`src/sv/spq_pkg.sv`:
```
// Shared types, sizes and helpers for the sorted priority queue.
// No dependencies; imported by spq_entry_ram and sorted_priority_queue_core.
package spq_pkg;

  localparam int unsigned Depth = 16;                 // entries held, 2..64
  localparam int unsigned AddrW = $clog2(Depth);      // entry address
  localparam int unsigned CntW  = $clog2(Depth + 1);  // count 0..Depth

  typedef enum logic [1:0] {
    OP_INSERT = 2'd0,
    OP_REMOVE = 2'd1,
    OP_CLEAR  = 2'd2,
    OP_LIST   = 2'd3
  } op_e;

  typedef enum logic [1:0] {
    STAT_OK    = 2'd0,
    STAT_EMPTY = 2'd1,
    STAT_FULL  = 2'd2
  } status_e;

  typedef enum logic [2:0] {
    S_IDLE,
    S_INS_CMP,
    S_INS_PUT,
    S_RM_HEAD,
    S_RM_SHIFT,
    S_LIST
  } state_e;

  typedef struct packed {
    op_e                op;
    logic signed [31:0] key;
    logic [63:0]        payload;
  } spq_in_t;

  typedef struct packed {
    status_e            status;
    logic signed [31:0] out_key;
    logic [63:0]        out_payload;
    logic [4:0]         position;
    logic [4:0]         occupancy;
    logic               last;
  } spq_out_t;

  typedef struct packed {
    logic signed [31:0] key;
    logic [63:0]        payload;
  } spq_entry_t;

  // Counts and positions are reported modulo 32.
  function automatic logic [4:0] to_5b(input logic [CntW-1:0] v);
    logic [31:0] t;
    t = 32'(v);
    return t[4:0];
  endfunction

endpackage

```
`src/sv/sorted_priority_queue_core.sv`:
```
// Sorted priority queue core: sequencer, count and result register.
// Depends on spq_pkg and spq_entry_ram.
//
// Usage: drive item_i and raise start_i; the beat is taken at an edge where
// busy_o is low. busy_o stays high while the sequencer walks the store.
// Each result beat is on result_o for one cycle with result_valid_o high;
// the receiver cannot stall, so it must take every beat as it comes.
// Entries sit in a single-port-write RAM in ascending key order; one compare
// unit and one read/write per cycle do all the work.
// Steps per item (busy_o falls as the result strobe rises):
//   clear, insert into full, remove/list on empty: answered from idle
//   insert: walk down from the tail, moving each stored key greater than
//           the new key up one slot, then write the new key
//   remove: head read, then shift every entry down one
//   list:   results stream one per cycle
// The registered RAM read is overlapped with the shift loops: each read is
// issued while the entry read before it is written. Reset empties the queue
// (count to zero); RAM contents are left as they are and never read unless written.
module sorted_priority_queue_core
  import spq_pkg::*;
(
  input  logic     clk_i,
  input  logic     rst_ni,
  input  logic     start_i,
  output logic     busy_o,
  input  spq_in_t  item_i,
  output logic     result_valid_o,
  output spq_out_t result_o
);

  state_e          state_q, state_d;
  logic [CntW-1:0] count_q, count_d;
  logic [CntW-1:0] idx_q, idx_d;     // walk pointer, 0..Depth
  spq_in_t         item_q, item_d;   // captured request
  spq_entry_t      head_q, head_d;   // entry taken by remove
  spq_out_t        res_q, res_d;
  logic            res_valid_q, res_valid_d;

  // RAM port signals
  logic             we;
  logic [AddrW-1:0] waddr;
  spq_entry_t       wdata;
  logic [AddrW-1:0] raddr;
  spq_entry_t       rdata;

  // Single compare unit, used by insert: stored key strictly above the new one moves up.
  logic            rd_greater;
  logic [CntW-1:0] idx_m1, idx_m2, idx_p1, cnt_m1;

  assign rd_greater = rdata.key > item_q.key;
  assign idx_m1     = idx_q - CntW'(1);
  assign idx_m2     = idx_q - CntW'(2);
  assign idx_p1     = idx_q + CntW'(1);
  assign cnt_m1     = count_q - CntW'(1);

  spq_entry_ram u_ram (
    .clk_i   (clk_i),
    .we_i    (we),
    .waddr_i (waddr),
    .wdata_i (wdata),
    .raddr_i (raddr),
    .rdata_o (rdata)
  );

  always_ff @(posedge clk_i or negedge rst_ni) begin
    if (!rst_ni) begin
      state_q     <= S_IDLE;
      count_q     <= '0;
      res_valid_q <= 1'b0;
    end else begin
      state_q     <= state_d;
      count_q     <= count_d;
      res_valid_q <= res_valid_d;
    end
  end

  always_ff @(posedge clk_i) begin
    idx_q  <= idx_d;
    item_q <= item_d;
    head_q <= head_d;
    res_q  <= res_d;
  end

  always_comb begin
    state_d     = state_q;
    count_d     = count_q;
    idx_d       = idx_q;
    item_d      = item_q;
    head_d      = head_q;
    res_valid_d = 1'b0;
    res_d       = '{status: STAT_OK, out_key: '0, out_payload: '0,
                    position: '0, occupancy: to_5b(count_q), last: 1'b1};
    we          = 1'b0;
    waddr       = idx_q[AddrW-1:0];
    wdata       = rdata;
    raddr       = '0;

    unique case (state_q)
      S_IDLE: begin
        if (start_i) begin
          item_d = item_i;
          unique case (item_i.op)
            OP_INSERT: begin
              if (count_q == CntW'(Depth)) begin
                res_valid_d  = 1'b1;
                res_d.status = STAT_FULL;
              end else if (count_q == '0) begin
                idx_d   = '0;
                state_d = S_INS_PUT;
              end else begin
                idx_d   = count_q;
                raddr   = cnt_m1[AddrW-1:0];
                state_d = S_INS_CMP;
              end
            end
            OP_REMOVE: begin
              if (count_q == '0) begin
                res_valid_d  = 1'b1;
                res_d.status = STAT_EMPTY;
              end else begin
                raddr   = '0;
                state_d = S_RM_HEAD;
              end
            end
            OP_CLEAR: begin
              count_d         = '0;
              res_valid_d     = 1'b1;
              res_d.occupancy = '0;
            end
            OP_LIST: begin
              if (count_q == '0) begin
                res_valid_d  = 1'b1;
                res_d.status = STAT_EMPTY;
              end else begin
                idx_d   = '0;
                raddr   = '0;
                state_d = S_LIST;
              end
            end
            default: ;
          endcase
        end
      end

      // rdata holds entry idx-1; move it up or drop the new entry at idx.
      S_INS_CMP: begin
        we = 1'b1;
        if (rd_greater) begin
          wdata = rdata;
          idx_d = idx_m1;
          if (idx_m1 == '0) begin
            state_d = S_INS_PUT;
          end else begin
            raddr = idx_m2[AddrW-1:0];
          end
        end else begin
          wdata           = '{key: item_q.key, payload: item_q.payload};
          count_d         = count_q + CntW'(1);
          res_valid_d     = 1'b1;
          res_d.occupancy = to_5b(count_d);
          state_d         = S_IDLE;
        end
      end

      // New key is the smallest: write it at the head.
      S_INS_PUT: begin
        we              = 1'b1;
        wdata           = '{key: item_q.key, payload: item_q.payload};
        count_d         = count_q + CntW'(1);
        res_valid_d     = 1'b1;
        res_d.occupancy = to_5b(count_d);
        state_d         = S_IDLE;
      end

      // rdata holds the head entry.
      S_RM_HEAD: begin
        head_d = rdata;
        if (count_q == CntW'(1)) begin
          count_d           = '0;
          res_valid_d       = 1'b1;
          res_d.out_key     = rdata.key;
          res_d.out_payload = rdata.payload;
          res_d.occupancy   = '0;
          state_d           = S_IDLE;
        end else begin
          idx_d   = CntW'(1);
          raddr   = AddrW'(1);
          state_d = S_RM_SHIFT;
        end
      end

      // rdata holds entry idx; write it one slot lower.
      S_RM_SHIFT: begin
        we    = 1'b1;
        waddr = idx_m1[AddrW-1:0];
        wdata = rdata;
        if (idx_q == cnt_m1) begin
          count_d           = cnt_m1;
          res_valid_d       = 1'b1;
          res_d.out_key     = head_q.key;
          res_d.out_payload = head_q.payload;
          res_d.occupancy   = to_5b(cnt_m1);
          state_d           = S_IDLE;
        end else begin
          idx_d = idx_p1;
          raddr = idx_p1[AddrW-1:0];
        end
      end

      // One beat per entry, rdata holds entry idx.
      S_LIST: begin
        res_valid_d       = 1'b1;
        res_d.out_key     = rdata.key;
        res_d.out_payload = rdata.payload;
        res_d.position    = to_5b(idx_p1);
        res_d.last        = (idx_q == cnt_m1);
        if (idx_q == cnt_m1) begin
          state_d = S_IDLE;
        end else begin
          idx_d = idx_p1;
          raddr = idx_p1[AddrW-1:0];
        end
      end

      default: state_d = S_IDLE;
    endcase
  end

  assign busy_o         = (state_q != S_IDLE);
  assign result_valid_o = res_valid_q;
  assign result_o       = res_q;

endmodule

```
`src/sv/spq_entry_ram.sv`:
```
// Entry store: one write port, one read port with registered read data.
// Depends on spq_pkg for the entry type and depth.
module spq_entry_ram
  import spq_pkg::*;
(
  input  logic             clk_i,
  input  logic             we_i,
  input  logic [AddrW-1:0] waddr_i,
  input  spq_entry_t       wdata_i,
  input  logic [AddrW-1:0] raddr_i,
  output spq_entry_t       rdata_o
);

  spq_entry_t mem [Depth];
  spq_entry_t rdata_q;

  always_ff @(posedge clk_i) begin
    if (we_i) begin
      mem[waddr_i] <= wdata_i;
    end
  end

  always_ff @(posedge clk_i) begin
    rdata_q <= mem[raddr_i];
  end

  assign rdata_o = rdata_q;

endmodule
```
`config.mk`:
```
export PLATFORM = sky130hd
export DESIGN_NAME = sorted_priority_queue_core
export DESIGN_NICKNAME = d
export VERILOG_FILES = /design/src/sv/spq_pkg.sv /design/src/sv/sorted_priority_queue_core.sv /design/src/sv/spq_entry_ram.sv
export SDC_FILE = /design/constraint.sdc
export NUM_CORES = 2
export LEC_CHECK = 0
export BUFFER_PORTS_ARGS = -buffer_cell sky130_fd_sc_hd__buf_2
export CORE_MARGIN = 8
export CORE_UTILIZATION = 47
export CTS_CLUSTER_DIAMETER = 200
export DETAILED_ROUTE_END_ITERATION = 10
export HOLD_SLACK_MARGIN = 0.06
export PLACE_DENSITY = 0.6
export SETUP_SLACK_MARGIN = 0.5
export SYNTH_ARGS = -nofsm -noshare
export SYNTH_HDL_FRONTEND = slang
export SYNTH_HIERARCHICAL = 1
export SYNTH_SLANG_ARGS = --single-unit
export TNS_END_PERCENT = 50
```
`constraint.sdc`:
```
create_clock -name clk_i -period 13.8 [get_ports clk_i]
set_input_delay 4.14 -clock clk_i [delete_from_list [all_inputs] [get_ports clk_i]]
set_output_delay 4.14 -clock clk_i [all_outputs]
set_load 0.03 [all_outputs]
```
==> metrics.txt <==
RSZ-0062 raised after global routing=no; critical path arrival=8.22 ns; P&R area growth vs syn=13.9%; sequential area share after synthesis=78.6%; num rows=143; Pwr Density=256 mW/mm^2; WP data required=14.56 ns; CTS tree=done; Switching Share=32.4%; Tcrit/Tclk final=54.1%; Hold Vio Cnt, Final=0; max-slew violation count=0; Congestion Overflow GR=0; worst skew pair latency=0.82 ns; Crit Path Category=in2reg; Setup TNS=0 ns; most common cell in the netlist=edfxtp_1; Slowest cell on crit path=buf_4; die height=407 um; post-synth top area share=72.6%; Slew @ Worst Pin=1.31 ns; initial cell density of the core=47.2%; PostCTS Resize Cnt=0; DIE AREA=0.165 mm^2; Avg Cell Area, Syn=21.5 um^2; Mapped Area=0.0717 mm^2; Num CTS Buffers=195; largest family of logic cells by synthesized area=multiplexers; # port buffers=211; Setup Skew=0.0202 ns; vias per cell=5.83; Synth area leaders=edfxtp_1, mux4_2, dfxtp_1; largest area contributor in the netlist=edfxtp_1; fin crit period=7.46 ns; routability cong.=0.751; CP cell instances=buf_2 > nand2_1 > nor3_1 > nand2_1 > o221ai_1 > nor2b_4 > buf_4 > buf_4 > a22oi_1 > nand2_1; #FFs+latches synth=1947; net count after synthesis=3482; Logic pwr share=31.5%; H-tree Lvls=4; outcome=completed; fmax=134 MHz; Clock Tree Buf Depth=3; Cells after Synth=3339; Die Wd=407 um; Peak VDD IR=0.229 mV; Seq pwr share=43.6%; Routed Antenna Nets=0; Clk network pwr share=24.9%; setup repair bufs after CTS=0; Max Cap Viol=0; startpoint types=primary input; largest net degree at the start of global routing=140; Post-Synth Adder-Cell Area=0.733%; r2r setup slk=7.65 ns; DR WL/cell=28.7 um; CORE AREA=0.152 mm^2; Simple-Gate Fraction of Synth Area=1.55%; Hold Path Class=reg2reg; CTS Root Cell=clkbuf_16; switching power=6.78 mW; CP Capture Type=flip-flop; Post-layout nets=3804; most frequent CP cell=nand2_1; most instantiated cells after synthesis=edfxtp_1, mux4_2, dfxtp_1; Clock Sink Count=1947; GR Util All Layers=20.2%; largest stage delay on the critical path=0.81 ns; DRC=0; share of layout cells above drive strength 1=28.0%; Netlist cell types=57; drt first pass iters=5; CP max FO=44; Post-Synth XOR/XNOR Area=0.244%; vias in the first global route=35000; relative slew slack=12.7%; Post-CTS Hold Buffers=0; hpwl dp=82.7 mm; Int Pwr=14.2 mW; initial antenna violation count=3; final setup violation count=0; leakage=26.7 nW; multiplexer share of the synthesized area=13.1%; number of synthesized flops with an enable pin=1733; synthesis warning total=6; Worst-path clk slew=0.06 ns; detailed router's first-iteration violation count=3559; Compound-Gate Fraction of Synth Area=4.15%; Pwr Total=20.9 mW; Synth async-reset ratio=0.462%; via count=34200; first-pass GRT wire length=244 mm; Routed WL=168 mm; Top FF cell, synth=edfxtp_1; IO Pins=212
==> layer usage <==
layer	wire (um)	track usage [%]	vias up	part of all wire [%]
met5	0	0	-	0
met1	73700	29.2	18400	44
met2	80400	32.2	1155	48
met3	11400	3.99	173	6.8
li1	-	-	14500	-
met4	2810	4.59	0	1.7
==> kinds of logic (layout without fill, tap and decap cells) <==
kind of cell / Yosys count / count (layout)
other cells: 0 / 2
mux: 451 / 451
buf+inv: 224 / 717
flops: 1947 / 1947
simple gates: 256 / 256
xor+xnor: 20 / 20
compound gates: 399 / 399
fa+ha+maj: 42 / 42
==> metrics by stage <==
step / setup slack [ns] / hold slack [ns] / cell area (um^2) / cells / utilization [%]
after global routing: 6.11 / 0.474 / 81700 / 5862 / 53.8
after CTS: 6.35 / 0.452 / 81700 / 5862 / 53.8
after floorplan: 4.70 / 0.425 / 71700 / 3339 / -
after global placement: 5.56 / 0.437 / 75300 / 5494 / 49.6
after detailed placement: 5.45 / 0.438 / 75300 / 5494 / 49.6
final: 6.34 / 0.455 / 81700 / 5864 / 53.8
==> power groups by stage <==
| stage | sequential, mW | clock [mW] | combinational [mW] |
|---|---|---|---|
| after floorplan | 9.25 | 0 | 4.57 |
| after global placement | 9.21 | 0 | 6.61 |
| after detailed placement | 9.24 | 0 | 6.68 |
| after CTS | 9.13 | 5.32 | 6.69 |
| after global routing | 9.21 | 5.54 | 7.14 |
| final | 9.12 | 5.21 | 6.60 |
==> sequential cells by signal (all words and copies together), names as in the netlist <==
register        cells
result_valid_o      1
state_q             3
idx_q               5
result_o          109
u_ram/mem        1536
item_q             96
u_ram/rdata_o      96
head_q             96
count_q             5
==> critical path, delay by kind of cell <==
kind	cells	cell delay [ns]
buf+inv	3	1.61
compound gates	2	0.71
simple gates	5	1.64
==> cell type report <==
type | instances | area, um^2
tap | 2030 | 2540
clock buffer | 275 | 5440
fill | 11700 | 70100
inverter | 47 | 181
multi-input combinational | 1168 | 14400
sequential | 1947 | 56400
antenna | 2 | 5.00
timing repair buffer | 302 | 1840
clock inverter | 93 | 927
==> placed cells by master (no fill, tap or decap), types with 4 or more instances in the layout <==
| cell type | count |
|---|---|
| clkinv_1 | 25 |
| a22oi_1 | 194 |
| clkbuf_8 | 26 |
| dfrtp_1 | 9 |
| nand2b_1 | 4 |
| a21oi_1 | 23 |
| inv_1 | 46 |
| nand3_1 | 7 |
| nor2_1 | 22 |
| ha_1 | 42 |
| xor2_1 | 7 |
| bufinv_16 | 12 |
| clkbuf_1 | 54 |
| clkinv_2 | 31 |
| dfxtp_1 | 205 |
| inv_6 | 8 |
| nand4_1 | 8 |
| o211ai_1 | 5 |
| xnor2_1 | 13 |
| nor2_4 | 15 |
| nor3_1 | 10 |
| nor3_2 | 4 |
| o21ai_0 | 47 |
| nand2_1 | 158 |
| mux4_2 | 384 |
| buf_2 | 211 |
| nand3b_1 | 5 |
| mux2_2 | 64 |
| a22o_1 | 97 |
| edfxtp_1 | 1733 |
| clkinvlp_4 | 4 |
| buf_12 | 8 |
| clkbuf_16 | 195 |
| clkinv_4 | 4 |
| inv_16 | 4 |
| or3_1 | 4 |
| buf_4 | 83 |
| clkinv_8 | 5 |
| a31oi_1 | 5 |
==> worst paths after layout <==
| path | start | endpoint | depth (start not counted) |
|---|---|---|---|
| setup / recovery | start_i | u_ram/rdata_o[92]$_DFF_P_ | 10 |
| hold / removal | u_ram/rdata_o[23]$_DFF_P_ | head_q[23]$_DFFE_PP_ | 0 |
| setup reg to reg | item_q[70]$_DFFE_PP_ | u_ram/rdata_o[57]$_DFF_P_ | 15 |
| hold reg to reg | u_ram/rdata_o[23]$_DFF_P_ | head_q[23]$_DFFE_PP_ | 0 |
| max in group asynchronous | rst_ni | result_valid_o$_DFF_PN0_ | 1 |
| min in group asynchronous | rst_ni | count_q[3]$_DFF_PN0_ | 1 |
(Power assumes the default switching activity.)
